`src/rtl/core/fmwt_pkg.sv`:
```
// ----------------------------------------------------------------------------
// fmwt_pkg
// Shared types and constants of the FM wavetable sound channel.
// ----------------------------------------------------------------------------
package fmwt_pkg;

    localparam int WAVE_DEPTH_DEF = 64;

    localparam logic [1:0] REQ_WRITE  = 2'd0;
    localparam logic [1:0] REQ_READ   = 2'd1;
    localparam logic [1:0] REQ_TICK   = 2'd2;
    localparam logic [1:0] REQ_UNUSED = 2'd3;

    localparam logic [1:0] CFG_CPS   = 2'd0;
    localparam logic [1:0] CFG_CPF   = 2'd1;
    localparam logic [1:0] CFG_OMODE = 2'd2;
    localparam logic [1:0] CFG_OSHFT = 2'd3;

    localparam logic [1:0] OFS_WAVE = 2'd2;
    localparam logic [1:0] OFS_OUT  = 2'd3;

    localparam logic [15:0] ADDR_CWAVE = 16'h4040;
    localparam logic [15:0] ADDR_REGS  = 16'h4080;
    localparam logic [15:0] ADDR_OP1   = 16'h4084;
    localparam logic [15:0] ADDR_READ  = 16'h4090;

    localparam logic [31:0] FREQ_MIN = 32'h20;

    // Classified command handed from the front end to the execution unit.
    typedef enum logic [2:0] {
        CMD_NONE = 3'b001,
        CMD_READ = 3'b010,
        CMD_TICK = 3'b100
    } cmd_kind_t;

    typedef struct packed {
        cmd_kind_t  kind;
        logic [7:0] read_data;
    } cmd_t;

    function automatic logic [3:0] step_value(input logic [2:0] code);
        logic [3:0] r;
        unique case (code)
            3'd0: r = 4'sd0;
            3'd1: r = 4'sd2;
            3'd2: r = 4'sd4;
            3'd3: r = 4'sd6;
            3'd4: r = 4'b1000;
            3'd5: r = 4'b1010;
            3'd6: r = 4'b1100;
            default: r = 4'b1110;
        endcase
        return r;
    endfunction

endpackage

```
`src/rtl/core/fmwt_front.sv`:
```
// ----------------------------------------------------------------------------
// fmwt_front
// Accepts bus transactions, applies register writes and queues commands.
// ----------------------------------------------------------------------------
module fmwt_front #(
    parameter int WAVE_DEPTH = fmwt_pkg::WAVE_DEPTH_DEF
) (
    input  logic               aclk,
    input  logic               aresetn,
    input  logic               s_valid,
    output logic               s_ready,
    input  logic [1:0]         s_req_type,
    input  logic [15:0]        s_address,
    input  logic [7:0]         s_value,
    input  logic [1:0]         offset_mode,
    input  logic [3:0]         offset_shift,
    input  logic               q_full,
    input  logic               q_not_empty,
    output logic               q_push,
    output fmwt_pkg::cmd_t     q_data,
    input  logic               busy,
    input  logic               exec_active,
    // register state to the back end
    output logic [22:0]        freq [2],
    output logic [31:0]        ofs_freq,
    output logic [31:0]        ofs_wave,
    output logic [31:0]        ofs_out,
    output logic [5:0]         frate [2],
    output logic               fdir_up [2],
    output logic               fdis [2],
    output logic [5:0]         vol_load [2],
    output logic               vol_load_en [2],
    output logic [1:0]         level [2],
    output logic               dis [2],
    output logic               dis2 [2],
    output logic               cw_we,
    output logic [$clog2(WAVE_DEPTH)-1:0] cw_addr,
    output logic [5:0]         cw_data,
    output logic               mw_we,
    output logic [$clog2(WAVE_DEPTH)-1:0] mw_addr,
    output logic [3:0]         mw_data
);
    import fmwt_pkg::*;
    localparam int AW = $clog2(WAVE_DEPTH);

    logic [7:0]  mirror_reg [16];
    logic [22:0] freq_reg [2];
    logic [31:0] ofs_freq_reg, ofs_wave_reg, ofs_out_reg;
    logic [5:0]  frate_reg [2];
    logic        fdir_reg [2], fdis_reg [2], dis_reg [2], dis2_reg [2];
    logic [1:0]  level_reg [2];
    logic [AW-1:0] mwi_reg;
    logic        mw_second_reg;
    logic [3:0]  mw_val_reg;

    logic acc, is_wr, in_regs, op_sel, wr_hold;
    logic [31:0] dat, sh_l, sh_r;
    logic [3:0]  lo;

    // A write changes state that queued or running ticks still use, so it
    // waits until the queue is empty and the execution unit is idle.
    // Writes to the modulator table store two entries, one after the other.
    assign is_wr   = s_req_type == REQ_WRITE;
    assign wr_hold = is_wr && (q_not_empty || exec_active);
    assign s_ready = !q_full && !mw_second_reg && !busy && !wr_hold;
    assign acc     = s_valid && s_ready;
    assign in_regs = s_address >= ADDR_REGS && s_address < ADDR_READ;
    assign op_sel  = s_address >= ADDR_OP1;
    assign lo      = s_address[3:0];

    assign dat  = (s_value[6:0] < 7'h60) ? {25'd0, s_value[6:0]}
                                          : ({25'd0, s_value[6:0]} - 32'h80);
    assign sh_l = dat << offset_shift;
    assign sh_r = $unsigned($signed(dat) >>> offset_shift);

    always_comb begin
        q_push = acc;
        q_data.read_data = 8'd0;
        q_data.kind = CMD_NONE;
        if (s_req_type == REQ_READ) begin
            q_data.kind = CMD_READ;
            if (s_address >= ADDR_READ && s_address <= 16'h409F) begin
                q_data.read_data = mirror_reg[lo];
            end
        end else if (s_req_type == REQ_TICK) begin
            q_data.kind = CMD_TICK;
        end
    end

    assign cw_we   = acc && is_wr && s_address >= ADDR_CWAVE && s_address < ADDR_REGS;
    assign cw_addr = s_address[AW-1:0];
    assign cw_data = s_value[5:0] ^ 6'h20;

    assign mw_we   = (acc && is_wr && in_regs && lo == 4'd8) || mw_second_reg;
    assign mw_addr = mwi_reg;
    assign mw_data = mw_second_reg ? mw_val_reg : step_value(s_value[2:0]);

    always_comb begin
        for (int i = 0; i < 2; i++) begin
            vol_load[i]    = s_value[5:0];
            vol_load_en[i] = acc && is_wr && in_regs && s_value[7] &&
                             lo == (i == 0 ? 4'd0 : 4'd4);
        end
    end

    always_ff @(posedge aclk) begin
        if (!aresetn) begin
            for (int i = 0; i < 16; i++) mirror_reg[i] <= 8'd0;
            for (int i = 0; i < 2; i++) begin
                freq_reg[i] <= '0; frate_reg[i] <= '0; fdir_reg[i] <= 1'b0;
                fdis_reg[i] <= 1'b0; dis_reg[i] <= 1'b0; dis2_reg[i] <= 1'b0;
                level_reg[i] <= '0;
            end
            ofs_freq_reg <= '0; ofs_wave_reg <= '0; ofs_out_reg <= '0;
            mwi_reg <= '0; mw_second_reg <= 1'b0; mw_val_reg <= '0;
        end else begin
            if (mw_second_reg) begin
                mw_second_reg <= 1'b0;
                mwi_reg <= mwi_reg + AW'(1);
            end
            if (acc && is_wr && in_regs) begin
                mirror_reg[lo] <= s_value;
                unique case (lo)
                    4'd0, 4'd4: begin
                        fdis_reg[op_sel] <= s_value[7];
                        if (!s_value[7]) begin
                            fdir_reg[op_sel]  <= s_value[6];
                            frate_reg[op_sel] <= s_value[5:0];
                        end
                    end
                    4'd2, 4'd6: freq_reg[op_sel][15:8] <= s_value;
                    4'd3: begin
                        freq_reg[0][22:16] <= {3'd0, s_value[3:0]};
                        dis_reg[0] <= s_value[7];
                    end
                    4'd7: begin
                        freq_reg[1][22:16] <= s_value[6:0];
                        dis_reg[1] <= s_value[7];
                    end
                    4'd5: begin
                        if (offset_mode == OFS_WAVE) ofs_wave_reg <= sh_r;
                        else if (offset_mode == OFS_OUT) ofs_out_reg <= sh_l;
                        else ofs_freq_reg <= sh_l;
                    end
                    4'd8: begin
                        mw_second_reg <= 1'b1;
                        mw_val_reg <= step_value(s_value[2:0]);
                        mwi_reg <= mwi_reg + AW'(1);
                    end
                    4'd9: begin
                        level_reg[0] <= s_value[1:0]; dis2_reg[0] <= s_value[7];
                    end
                    4'd10: begin
                        level_reg[1] <= s_value[1:0]; dis2_reg[1] <= s_value[7];
                    end
                    default: ;
                endcase
            end
        end
    end

    always_comb begin
        for (int i = 0; i < 2; i++) begin
            freq[i] = {freq_reg[i][22:8], 8'd0};
            frate[i] = frate_reg[i]; fdir_up[i] = fdir_reg[i]; fdis[i] = fdis_reg[i];
            level[i] = level_reg[i]; dis[i] = dis_reg[i]; dis2[i] = dis2_reg[i];
        end
    end
    assign ofs_freq = ofs_freq_reg;
    assign ofs_wave = ofs_wave_reg;
    assign ofs_out  = ofs_out_reg;
endmodule

```
`src/rtl/core/fmwt_queue.sv`:
```
// ----------------------------------------------------------------------------
// fmwt_queue
// Two-entry command queue between the front end and the execution unit.
// ----------------------------------------------------------------------------
module fmwt_queue (
    input  logic           aclk,
    input  logic           aresetn,
    input  logic           push,
    input  fmwt_pkg::cmd_t push_data,
    output logic           full,
    input  logic           pop,
    output logic           not_empty,
    output fmwt_pkg::cmd_t head
);
    import fmwt_pkg::*;

    cmd_t       mem_reg [2];
    logic       wp_reg, rp_reg;
    logic [1:0] cnt_reg;

    assign full      = cnt_reg == 2'd2;
    assign not_empty = cnt_reg != 2'd0;
    assign head      = mem_reg[rp_reg];

    always_ff @(posedge aclk) begin
        if (push) mem_reg[wp_reg] <= push_data;
        if (!aresetn) begin
            wp_reg <= 1'b0; rp_reg <= 1'b0; cnt_reg <= 2'd0;
        end else begin
            if (push) wp_reg <= !wp_reg;
            if (pop)  rp_reg <= !rp_reg;
            cnt_reg <= cnt_reg + {1'b0, push} - {1'b0, pop};
        end
    end
endmodule

```
`src/rtl/core/fmwt_back.sv`:
```
// ----------------------------------------------------------------------------
// fmwt_back
// Execution unit: runs both operators on ticks with one shared multiplier.
// ----------------------------------------------------------------------------
module fmwt_back #(
    parameter int WAVE_DEPTH = fmwt_pkg::WAVE_DEPTH_DEF
) (
    input  logic           aclk,
    input  logic           aresetn,
    input  logic           q_valid,
    input  fmwt_pkg::cmd_t q_head,
    output logic           q_pop,
    output logic           busy,
    output logic           exec_active,
    input  logic [31:0]    cycles_per_sample,
    input  logic [22:0]    cycles_per_frame,
    input  logic [22:0]    freq [2],
    input  logic [31:0]    ofs_freq,
    input  logic [31:0]    ofs_wave,
    input  logic [31:0]    ofs_out,
    input  logic [5:0]     frate [2],
    input  logic           fdir_up [2],
    input  logic           fdis [2],
    input  logic [5:0]     vol_load [2],
    input  logic           vol_load_en [2],
    input  logic [1:0]     level [2],
    input  logic           dis [2],
    input  logic           dis2 [2],
    input  logic           cw_we,
    input  logic [$clog2(WAVE_DEPTH)-1:0] cw_addr,
    input  logic [5:0]     cw_data,
    input  logic           mw_we,
    input  logic [$clog2(WAVE_DEPTH)-1:0] mw_addr,
    input  logic [3:0]     mw_data,
    output logic           m_valid,
    input  logic           m_ready,
    output logic [7:0]     m_read_data,
    output logic signed [31:0] m_sample
);
    import fmwt_pkg::*;
    localparam int AW = $clog2(WAVE_DEPTH);

    typedef enum logic [6:0] {
        S_IDLE  = 7'b0000001,
        S_FADE  = 7'b0000010,
        S_PMUL  = 7'b0000100,
        S_RD    = 7'b0001000,
        S_WAIT  = 7'b0010000,
        S_OMUL  = 7'b0100000,
        S_DONE  = 7'b1000000
    } state_t;

    state_t      state_reg;
    logic        op_reg;          // 1 modulator, 0 carrier
    logic [31:0] phase_reg [2], timer_reg [2], fcount_reg [2];
    logic [5:0]  vol_reg [2];
    logic [31:0] mod_out_reg, acc_reg;
    logic        zero_reg;
    logic [5:0]  cwave_reg [WAVE_DEPTH];
    logic [3:0]  mwave_reg [WAVE_DEPTH];
    logic [5:0]  cw_q_reg;
    logic [3:0]  mw_q_reg;
    logic        out_full_reg;
    logic [7:0]  rd_reg;
    logic [31:0] smp_reg;
    logic [AW:0] init_reg;

    logic [31:0] tnew, fnew, thresh, input_v, eff, ma, mb, prod, wsample;

    // Carrier table starts as a square wave: sweep it once after reset.
    always_ff @(posedge aclk) begin
        if (init_reg != WAVE_DEPTH[AW:0]) begin
            cwave_reg[init_reg[AW-1:0]] <= init_reg[AW-1] ? 6'h20 : 6'h1f;
            mwave_reg[init_reg[AW-1:0]] <= 4'd0;
        end else begin
            if (cw_we) cwave_reg[cw_addr] <= cw_data;
            if (mw_we) mwave_reg[mw_addr] <= mw_data;
        end
        cw_q_reg <= cwave_reg[phase_reg[0][24 +: AW]];
        mw_q_reg <= mwave_reg[phase_reg[1][24 +: AW]];
    end

    assign tnew    = timer_reg[op_reg] + cycles_per_sample;
    assign fnew    = fcount_reg[op_reg] + {9'd0, cycles_per_frame};
    assign thresh  = {3'd0, ({1'b0, frate[op_reg]} + 7'd1), 22'd0} << 1;
    assign input_v = op_reg ? 32'd0 : (mod_out_reg << (5'd11 - {3'd0, level[1]}));
    assign eff     = {9'd0, freq[op_reg]} + input_v + (op_reg ? ofs_freq : 32'd0);
    assign wsample = op_reg ? {{28{mw_q_reg[3]}}, mw_q_reg}
                            : {{26{cw_q_reg[5]}}, cw_q_reg};
    always_comb begin
        if (state_reg == S_PMUL) begin
            ma = eff; mb = {16'd0, timer_reg[op_reg][31:16]};
        end else begin
            ma = wsample + (op_reg ? ofs_wave : 32'd0);
            mb = {26'd0, vol_reg[op_reg]};
        end
    end
    assign prod = ma * mb;

    // Busy only while the wave tables are being initialized.
    assign busy        = init_reg != WAVE_DEPTH[AW:0];
    assign exec_active = state_reg != S_IDLE;
    assign q_pop   = q_valid && state_reg == S_IDLE && !out_full_reg && !busy;
    assign m_valid = out_full_reg;
    assign m_read_data = rd_reg;
    assign m_sample    = smp_reg;

    always_ff @(posedge aclk) begin
        if (!aresetn) begin
            state_reg <= S_IDLE; op_reg <= 1'b1; out_full_reg <= 1'b0;
            init_reg <= '0;
            for (int i = 0; i < 2; i++) begin
                phase_reg[i] <= '0; timer_reg[i] <= '0; fcount_reg[i] <= '0;
                vol_reg[i] <= '0;
            end
            mod_out_reg <= '0; zero_reg <= 1'b0;
        end else begin
            if (init_reg != WAVE_DEPTH[AW:0]) init_reg <= init_reg + 1'b1;
            for (int i = 0; i < 2; i++) begin
                if (vol_load_en[i]) vol_reg[i] <= vol_load[i];
            end
            if (m_valid && m_ready) out_full_reg <= 1'b0;
            unique case (state_reg)
                S_IDLE: begin
                    if (q_pop) begin
                        rd_reg <= q_head.read_data;
                        smp_reg <= '0;
                        if (q_head.kind == CMD_TICK) begin
                            state_reg <= S_FADE; op_reg <= 1'b1;
                        end else begin
                            out_full_reg <= 1'b1;
                        end
                    end
                end
                S_FADE: begin
                    if (dis[op_reg]) begin
                        acc_reg <= '0;
                        state_reg <= S_DONE;
                    end else begin
                        if (!dis2[op_reg] && !fdis[op_reg]) begin
                            if (fnew >= thresh) begin
                                fcount_reg[op_reg] <= fnew - thresh;
                                if (fdir_up[op_reg]) begin
                                    if (vol_reg[op_reg] != 6'h3f)
                                        vol_reg[op_reg] <= vol_reg[op_reg] + 6'd1;
                                end else if (vol_reg[op_reg] != 6'd0) begin
                                    vol_reg[op_reg] <= vol_reg[op_reg] - 6'd1;
                                end
                            end else begin
                                fcount_reg[op_reg] <= fnew;
                            end
                        end
                        timer_reg[op_reg] <= tnew;
                        zero_reg <= {9'd0, freq[op_reg]} <= FREQ_MIN;
                        state_reg <= S_PMUL;
                    end
                end
                S_PMUL: begin
                    if (zero_reg) begin
                        acc_reg <= '0;
                        state_reg <= S_DONE;
                    end else begin
                        phase_reg[op_reg] <= phase_reg[op_reg] + prod;
                        timer_reg[op_reg] <= {16'd0, timer_reg[op_reg][15:0]};
                        state_reg <= S_RD;
                    end
                end
                S_RD:   state_reg <= S_WAIT;
                S_WAIT: state_reg <= S_OMUL;
                S_OMUL: begin
                    acc_reg <= (op_reg ? ofs_out : 32'd0) + prod;
                    state_reg <= S_DONE;
                end
                S_DONE: begin
                    if (op_reg) begin
                        mod_out_reg <= acc_reg;
                        op_reg <= 1'b0;
                        state_reg <= S_FADE;
                    end else begin
                        smp_reg <= acc_reg << (5'd11 - {3'd0, level[0]});
                        out_full_reg <= 1'b1;
                        op_reg <= 1'b1;
                        state_reg <= S_IDLE;
                    end
                end
                default: state_reg <= S_IDLE;
            endcase
        end
    end
endmodule

```
`src/rtl/core/fm_wavetable_sound_channel.sv`:
```
// ----------------------------------------------------------------------------
// fm_wavetable_sound_channel
// Two-operator wavetable sound channel with bus register interface.
// ----------------------------------------------------------------------------
// Each input transaction is a bus write, a bus read or a sample tick, and each
// one returns exactly one result transaction. Writes and reads are applied in
// the front end and queued; when the queue was empty, the execution unit idle
// and the output free, their result is offered from the output register once
// the command has passed through the queue. A tick runs the modulator and then
// the carrier through one shared multiplier, each operator stepping through the
// fade, phase multiply, table read, read wait, output multiply and finish
// states. A disabled operator goes from fade straight to finish, and one with a
// frequency of 0x20 or less from phase multiply to finish. Reads and ticks may
// wait in the two-entry queue behind a running tick, but a register write is
// held off until the queue is empty and the execution unit idle, because it
// changes state that the tick uses. A modulator table write blocks the input
// while its second entry is stored. After reset the carrier table is swept
// with its square wave, and no transaction is accepted while the sweep runs.
// Configuration writes take effect at once and belong in periods when no
// transaction is in flight.
module fm_wavetable_sound_channel #(
    parameter int WAVE_DEPTH = fmwt_pkg::WAVE_DEPTH_DEF
) (
    input  logic        aclk,
    input  logic        aresetn,
    input  logic        s_valid,
    output logic        s_ready,
    input  logic [1:0]  s_req_type,
    input  logic [15:0] s_address,
    input  logic [7:0]  s_value,
    output logic        m_valid,
    input  logic        m_ready,
    output logic [7:0]  m_read_data,
    output logic signed [31:0] m_sample,
    input  logic        cfg_valid,
    output logic        cfg_ready,
    input  logic [1:0]  cfg_index,
    input  logic [31:0] cfg_data
);
    import fmwt_pkg::*;

    logic [31:0] cps_reg;
    logic [22:0] cpf_reg;
    logic [1:0]  omode_reg;
    logic [3:0]  oshift_reg;

    assign cfg_ready = 1'b1;
    always_ff @(posedge aclk) begin
        if (!aresetn) begin
            cps_reg <= 32'd2661000; cpf_reg <= 23'd166000;
            omode_reg <= 2'd1; oshift_reg <= 4'd0;
        end else if (cfg_valid) begin
            unique case (cfg_index)
                CFG_CPS:   cps_reg <= cfg_data;
                CFG_CPF:   cpf_reg <= cfg_data[22:0];
                CFG_OMODE: omode_reg <= cfg_data[1:0];
                default:   oshift_reg <= cfg_data[3:0];
            endcase
        end
    end

    // Front end to queue and back end.
    logic q_full, q_push, q_ne, q_pop, busy, exec_active;
    cmd_t q_in, q_head;
    logic [22:0] freq [2];
    logic [31:0] ofs_freq, ofs_wave, ofs_out;
    logic [5:0]  frate [2], vol_load [2];
    logic        fdir_up [2], fdis [2], vol_load_en [2], dis [2], dis2 [2];
    logic [1:0]  level [2];
    logic        cw_we, mw_we;
    logic [$clog2(WAVE_DEPTH)-1:0] cw_addr, mw_addr;
    logic [5:0]  cw_data;
    logic [3:0]  mw_data;

    fmwt_front #(.WAVE_DEPTH(WAVE_DEPTH)) u_front (
        .aclk, .aresetn, .s_valid, .s_ready, .s_req_type, .s_address, .s_value,
        .offset_mode(omode_reg), .offset_shift(oshift_reg),
        .q_full, .q_not_empty(q_ne), .q_push, .q_data(q_in), .busy, .exec_active,
        .freq, .ofs_freq, .ofs_wave, .ofs_out, .frate, .fdir_up, .fdis,
        .vol_load, .vol_load_en, .level, .dis, .dis2,
        .cw_we, .cw_addr, .cw_data, .mw_we, .mw_addr, .mw_data
    );

    fmwt_queue u_queue (
        .aclk, .aresetn, .push(q_push), .push_data(q_in), .full(q_full),
        .pop(q_pop), .not_empty(q_ne), .head(q_head)
    );

    fmwt_back #(.WAVE_DEPTH(WAVE_DEPTH)) u_back (
        .aclk, .aresetn, .q_valid(q_ne), .q_head, .q_pop, .busy, .exec_active,
        .cycles_per_sample(cps_reg), .cycles_per_frame(cpf_reg),
        .freq, .ofs_freq, .ofs_wave, .ofs_out, .frate, .fdir_up, .fdis,
        .vol_load, .vol_load_en, .level, .dis, .dis2,
        .cw_we, .cw_addr, .cw_data, .mw_we, .mw_addr, .mw_data,
        .m_valid, .m_ready, .m_read_data, .m_sample
    );
endmodule
```
`config.mk`:
```
export PLATFORM = sky130hd
export DESIGN_NAME = fm_wavetable_sound_channel
export DESIGN_NICKNAME = d
export VERILOG_FILES = /design/src/rtl/core/fmwt_pkg.sv /design/src/rtl/core/fmwt_front.sv /design/src/rtl/core/fmwt_queue.sv /design/src/rtl/core/fmwt_back.sv /design/src/rtl/core/fm_wavetable_sound_channel.sv
export SDC_FILE = /design/constraint.sdc
export NUM_CORES = 2
export LEC_CHECK = 0
export BUFFER_PORTS_ARGS = -buffer_cell sky130_fd_sc_hd__clkbuf_2
export CORE_MARGIN = 3
export CORE_UTILIZATION = 42
export CTS_CLUSTER_DIAMETER = 60
export CTS_CLUSTER_SIZE = 14
export DETAILED_ROUTE_END_ITERATION = 8
export SLEW_MARGIN = 20
export SYNTH_ARGS = -nofsm -noshare
export SYNTH_HDL_FRONTEND = slang
export SYNTH_SLANG_ARGS = --single-unit
```
`constraint.sdc`:
```
create_clock -name aclk -period 12.9 [get_ports aclk]
set_input_delay 1.935 -clock aclk [delete_from_list [all_inputs] [get_ports aclk]]
set_output_delay 1.935 -clock aclk [all_outputs]
set_load 0.02 [all_outputs]
```
# After elaboration in Yosys (flattened, before gate mapping)
# Memories as Yosys holds them, arrays and structs flattened. A register that Yosys moved wholly into a read port is not among the register bits.
# Index checks and enable logic that the tools add are counted.
# totals
wordCells,396
inputBits,65
ram_bits,1048
output_inout_bits,43
memories,15
reg_bits,293
# memory_table
memory,words,width,rd,rd_ports_with_merged_regs,write_ports,line_no,source
u_back.cwave_reg,64,6,1,1,1,fmwt_back.sv:59,logic [5:0] cwave_reg [WAVE_DEPTH];
u_back.mwave_reg,64,4,1,1,1,fmwt_back.sv:60,logic [3:0] mwave_reg [WAVE_DEPTH];
u_front.mirror_reg,16,8,1,0,16,fmwt_front.sv:46,logic [7:0] mirror_reg [16];
u_back.fcount_reg,2,32,1,1,2,fmwt_back.sv:55,"logic [31:0] phase_reg [2], timer_reg [2], fcount_reg [2];"
u_back.phase_reg,2,32,3,1,2,fmwt_back.sv:55,
u_back.timer_reg,2,32,1,1,2,fmwt_back.sv:55,
9 more memories,n/a,n/a,n/a,n/a,n/a,n/a,
# op_classes
add_sub_neg,18
eq_ne,38
n_lt_le_gt_ge,11
n_shift,4
n_bitwise,19
mux,199
reduce_logical,69
multipliers,1
# op_table
cell,n
$mux 32,16
$add 32x32->32,5
$mux 1,139
$pmux 32 s3,1
$reduce_or 32->1,3
$mux 6,15
$mux 23,3
$ge 16x15->1 const B,4
$pmux 32 s2,1
$shl 32x5->32,2
$pmux 7 s7,1
$mux 7,6
$add 23x32->32,1
$add 32x23->32,1
$ge 32x30->1,1
$lt 16x15->1 const B,2
$mul 32x16->32,1
$shl 32x4->32,1
$sshr 32x4->32,1
$sub 32x30->32,1
$pmux 4 s7,1
$mux 8,3
$le 23x6->1 const B,1
$logic_and 1x1->1,20
58 further kinds,129

# Depth between registers and ports, before layout
# depth
ltp_word,15
depth_mapped,51
depth_no_buf,47

# Modules after synthesis
# From an unflattened synthesis, not the netlist that was laid out.
# hier_totals
hier_cells,6251
hier_area_um2,74800.5
# modules_own_cells
mod,area_each_um2,seq_area_each_um2,instances,cells_each
fmwt_back,59364.4,27906.8,1,4893
fmwt_front,11952.7,6616.3,1,1052
fm_wavetable_sound_channel,2463.6,1221.2,1,251
fmwt_queue,1019.7,760.7,1,55

# Worst setup path before layout
# No wires, ideal clock.
# synth_path
kind,flip-flop to flip-flop
startpoint,reg u_back.op_reg
endpoint,mem u_back.phase_reg[0][28] (data pin)
path_buffers,3
arrival_time_ps,10634
slack_ps,2009
period_less_slack_ps,10891
t_required_ps,12643
stages_incl_launch_ff,44
setup_ps,257
path_cell_list,dfxtp_1 clkbuf_1 buf_1 clkbuf_1 nand2_1 a21boi_0 inv_1 ha_1 nor2b_1 o21ai_0 nand2b_1 a21o_1 fa_1 nand2_1 o21ai_0 nand2_1 fa_1 fa_1 [... 8 more ...] a21o_1 a21o_1 a21oi_1 nor2b_1 o21ai_0 nand2b_1 o21a_1 o21a_1 nor2_1 xnor2_1 ha_1 a21o_1 a221o_1 a21oi_1 a21oi_1 o41ai_1 xor2_1 nor2_1
# synth_rtl
element,line_no,source
"start, declared",fmwt_back.sv:54,logic op_reg;
"start signal, assigned",fmwt_back.sv:110,state_reg <= S_IDLE; op_reg <= 1'b1; out_full_reg <= 1'b0;
"start signal, assigned",fmwt_back.sv:129,state_reg <= S_FADE; op_reg <= 1'b1;
"start signal, assigned",fmwt_back.sv:177,op_reg <= 1'b0;
"end, declared",fmwt_back.sv:55,

==> flow_results.org <==
** Drt
- The routed design uses between 10,000 and 15,000 um of met3 wire.
- The detailed router used layers up to and including met5.
- Summing over every cut layer, the via total after detailed routing is roughly 44k.
- In the detailed route, the total length drawn on met2 is ~90,000 um.
- Detailed-router iteration count before antenna repair :: 6
- After the first detailed-routing iteration, the DRC count stood at 3,558.
- The count of nets left with antenna violations once routing finished came out at 0.
- DRT met1 WL :: roughly 76,000 um
- Residual DRC count :: 0
- Total length of routed wires :: around 180,000 um
- Via-to-Cell Ratio :: between 5 and 6
- Routed wirelength normalized by instance count :: roughly 23 um

** Setup path
- Critical path peak fanout :: 64
- Delay contributed by the slowest stage of the critical path :: roughly 0.73 ns
- Worst Setup End Kind :: register
- The worst setup path is of the register to register kind.
- For this design, the slowest cell found on the critical path is sky130_fd_sc_hd__dfxtp_4.
- The number of buffers and inverters on the critical path is 6.
- For the worst setup path, the data required time is around 13 ns.
- Setup crit start kind :: register
- Counting stages on the worst path, the most repeated cell is sky130_fd_sc_hd__fa_1.
- Signal arrival time at the worst endpoint :: roughly 12 ns
- Cell family contributing the most delay on the critical path :: adder cells

** STA
- Headroom to the max-slew limit came out at 0.270.
- At the pin with the least slew margin, the transition time is 1.09 ns.
- Time the worst path needs with I/O delays and setup :: ~12 ns
- Skew final :: 0.0681 ns
- Setup repair after global routing missed its margin :: false
- The final count of hold timing violations is 0.
- Setup total negative slack :: 0 ns
- The number of max-slew violations in the final report is 0.
- Final setup violating endpoints :: 0
- Share of the clock period used by the worst path after layout :: 0.920
- FMAX :: 84.3 MHz

** Synth
- Of the post-synthesis cell area, the dominant cell type holds 0.449.
- Average footprint of a synthesized cell :: 12.1 um2
- Among all flip-flop cells after synthesis, the most frequent one is sky130_fd_sc_hd__edfxtp_1.
- Cells taking the most area after synthesis :: sky130_fd_sc_hd__edfxtp_1 45%, sky130_fd_sc_hd__fa_1 8.9%, sky130_fd_sc_hd__mux4_2 8.2%
- Number of unique standard cell types used by synthesis :: 86
- Number of instances in the synthesized netlist :: 5,670
- Cell type contributing the most total cell area after synthesis :: sky130_fd_sc_hd__edfxtp_1
- The cell area that synthesis handed to floorplanning was roughly 0.069 mm2.
- In this run, synthesis inferred between 1k and 1.5k flip-flops with an integrated enable.
- During synthesis, Yosys emitted a total of 0 warnings.
- Portion of the post-synthesis area used by sequential elements :: 0.502
- Share of synthesized registers carrying an async set or reset :: 0
- Synthesized flop and latch total :: approximately 1.2k

** Clocking
- Number of buffers inserted by hold repair at cts :: 0
- Clk Latency, worst-skew pair :: 0.77 ns
- TritonCTS built the clock tree.
- Clock Pin Slew Worst Setup and Hold Paths :: about 0.07 ns
- Post-CTS timing repair inserted 0 buffers for setup.
- Number of buffers created by CTS :: 111
- Deepest clock path buffer count :: 3
- Root cell of the clock tree :: sky130_fd_sc_hd__clkbuf_16
- The clock drives approximately 1.2k sinks.
- Post-cts resize count :: 0
- H-tree levels :: 3

** Placed design
- Buffers on Ports :: ~100
- Detailed placement finished with a half-perimeter wire length of around 130,000 um.
- The congestion estimate from routability-driven global placement came to between 0.9 and 1.

** Layout
- Core occupancy in the finished layout :: 0.466
- The register with the most flip-flops in the layout has around 380 of them.
- Layout net count :: ~6.3k
- Fill cells in the final layout number about 15k.
- Growth of design area from synthesis to finish :: 9.40%
- Of the cells placed in the final design, the portion with a size suffix greater than 1 is 0.130.

** Die
- The core region is ~0.16 mm2.
- For this configuration, the core starts out at a cell density of 0.426.
- Boundary pin count :: between 100 and 150
- Width of the die :: 411 um
- Area of the die :: 0.169 mm2
- FP Rows :: about 150
- The die is a little over 400 um tall.

** Pwr
- Share of total power consumed by net switching :: 0.262
- The internal portion of the total power is roughly 6500 uW.
- Pwr per Cell Area :: 117 mW/mm2
- The worst-case IR drop observed on VDD is 0.127 mV.
- Comb power frac :: 0.137
- Portion of total power attributed to sequential cells :: 0.489
- The share of total power dissipated in the clock network is 0.374.
- Leakage power :: between 0.02 and 0.03 uW
- Power dissipated by switching net loads :: roughly 2300 uW

** Worst hold path
- Classification of the worst-slack hold path :: register to register

** Global route
- First-pass GRT wire length :: between 200,000 and 300,000 um
- The number of global-route vias before repair is roughly 45k.
- Maximum number of pins on one net before global-route repair :: approximately 100
- Final global-route overflow total :: 0
- Across every metal layer, demand over resource in global routing totals 0.215.
- The number of antenna violations at the first check in global routing is 5.

** Run
- The tool flagged a number of max-cap violations equal to 0.

** Status
- The flow ran to the end, and the final reports show no timing, DRC or antenna violations.
## cells in the final DEF, fill, tap and decap left out, types with 107 or more instances in the layout
| master | synthesis | routed |
|---|---|---|
| sky130_fd_sc_hd__a21oi_1 | 181 | 180 |
| sky130_fd_sc_hd__nor2_1 | 605 | 601 |
| sky130_fd_sc_hd__clkbuf_16 | 0 | 116 |
| sky130_fd_sc_hd__fa_1 | 306 | 306 |
| sky130_fd_sc_hd__mux4_2 | 251 | 251 |
| sky130_fd_sc_hd__dfxtp_1 | 183 | 181 |
| sky130_fd_sc_hd__nand2_1 | 604 | 604 |
| sky130_fd_sc_hd__and2_1 | 213 | 213 |
| sky130_fd_sc_hd__o21ai_0 | 130 | 124 |
| sky130_fd_sc_hd__inv_1 | 419 | 419 |
| sky130_fd_sc_hd__edfxtp_1 | 1029 | 1029 |
| sky130_fd_sc_hd__ha_1 | 222 | 222 |
| sky130_fd_sc_hd__xnor2_1 | 119 | 119 |
| sky130_fd_sc_hd__nor3_1 | 108 | 107 |
## tightest hold or removal path, cell delays in order, from the launching register on
cell,delay (ns)
sky130_fd_sc_hd__dfxtp_1,0.31
sky130_fd_sc_hd__inv_1,0.05
sky130_fd_sc_hd__o21bai_1,0.06
## power groups by stage
stage | sequential (uW) | combinational (uW) | clock, uW
after floorplan | 4360 | 859 | 0
after global placement | 4380 | 1170 | 0
after detailed placement | 4380 | 1180 | 0
after CTS | 4290 | 1190 | 3360
after global routing | 4300 | 1320 | 3500
final | 4290 | 1200 | 3280
## final cells by class
cell class	instances	area (um2)	share of cell area
Clock inverter	32	432	0.00573
Timing Repair Buffer	187	1180	0.0156
Sequential cell	1212	34600	0.459
Inverter	420	1580	0.0209
Clock buffer	156	3140	0.0417
Antenna cell	1	2.50	0.0000332
Multi-Input combinational cell	3753	31700	0.421
Tap cell	2160	2700	0.0359
## final timing paths
check                                          from                      end  slack [ns]  cells after the start
worst max-delay path                  u_back.op_reg  u_back.phase_reg[0][28]        1.03                     40
worst min-delay path            u_front.fdis_reg[1]      u_front.fdis_reg[1]        0.46                      2
worst max register to register        u_back.op_reg  u_back.phase_reg[0][28]        1.03                     40
worst min register to register  u_front.fdis_reg[1]      u_front.fdis_reg[1]        0.46                      2
## kinds of logic (layout without fill, tap and decap cells)
family,after synthesis,after routing,share of synthesized area
other,2,11,0.000109
DFF,1212,1212,0.502
adders and majority gates,528,528,0.129
xor gates and xnor gates,203,203,0.0269
and+or+nand+nor,1858,1858,0.123
AOI/OAI and AO/OA,734,734,0.0700
buffers and inverters,713,795,0.0396
muxes,420,420,0.109
## metal layers
metal | track usage | vias to the layer above
li1 | - | 20008
met1 | 0.287 | 22187
met2 | 0.358 | 1395
met3 | 0.0347 | 315
met4 | 0.0714 | 6
met5 | 0 | -
## cells in the mapped netlist, types with 7 or more instances
cell                          n
sky130_fd_sc_hd__nor3_1     108
sky130_fd_sc_hd__a31oi_1     19
sky130_fd_sc_hd__and3_1      26
sky130_fd_sc_hd__edfxtp_1  1029
sky130_fd_sc_hd__o21bai_1    20
sky130_fd_sc_hd__nor2b_1     78
sky130_fd_sc_hd__o21ai_1     11
sky130_fd_sc_hd__a21oi_1    181
sky130_fd_sc_hd__a21o_1      89
sky130_fd_sc_hd__inv_1      419
sky130_fd_sc_hd__mux4_2     251
sky130_fd_sc_hd__buf_1       39
sky130_fd_sc_hd__mux2i_1     64
sky130_fd_sc_hd__o211a_1     19
sky130_fd_sc_hd__a21boi_0   101
sky130_fd_sc_hd__buf_2        7
sky130_fd_sc_hd__fa_1       306
sky130_fd_sc_hd__nand4_1     18
sky130_fd_sc_hd__dfxtp_1    183
sky130_fd_sc_hd__o31ai_1     10
sky130_fd_sc_hd__xnor2_1    119
sky130_fd_sc_hd__a211oi_1    54
sky130_fd_sc_hd__o211ai_1    11
sky130_fd_sc_hd__xor2_1      79
sky130_fd_sc_hd__nand3_1     68
sky130_fd_sc_hd__or3_1       21
sky130_fd_sc_hd__nand2b_1    49
sky130_fd_sc_hd__ha_1       222
sky130_fd_sc_hd__nand3b_1     7
sky130_fd_sc_hd__and2_1     213
sky130_fd_sc_hd__o41ai_1      7
sky130_fd_sc_hd__o21ai_0    130
sky130_fd_sc_hd__nor4_1      12
sky130_fd_sc_hd__nor3b_1      7
sky130_fd_sc_hd__or2_2       17
sky130_fd_sc_hd__nor2_1     605
sky130_fd_sc_hd__buf_4        9
sky130_fd_sc_hd__nand2_1    604
sky130_fd_sc_hd__mux2_2     104
sky130_fd_sc_hd__clkbuf_1   236
sky130_fd_sc_hd__o21a_1      40
## per-stage QoR
stage	worst slack (ns)	area [um2]	std cells	hold WS, ns	total power [uW]
after global placement	1.24	71700	7732	0.447	5550
final	1.03	75300	7921	0.464	8780
after detailed placement	1.13	71700	7732	0.454	5560
after CTS	1.15	75200	7920	0.468	8850
after global routing	0.266	75300	7920	0.485	9120
after floorplan	2.01	68800	5678	0.426	5220
Power figures use the tool's default switching activity.
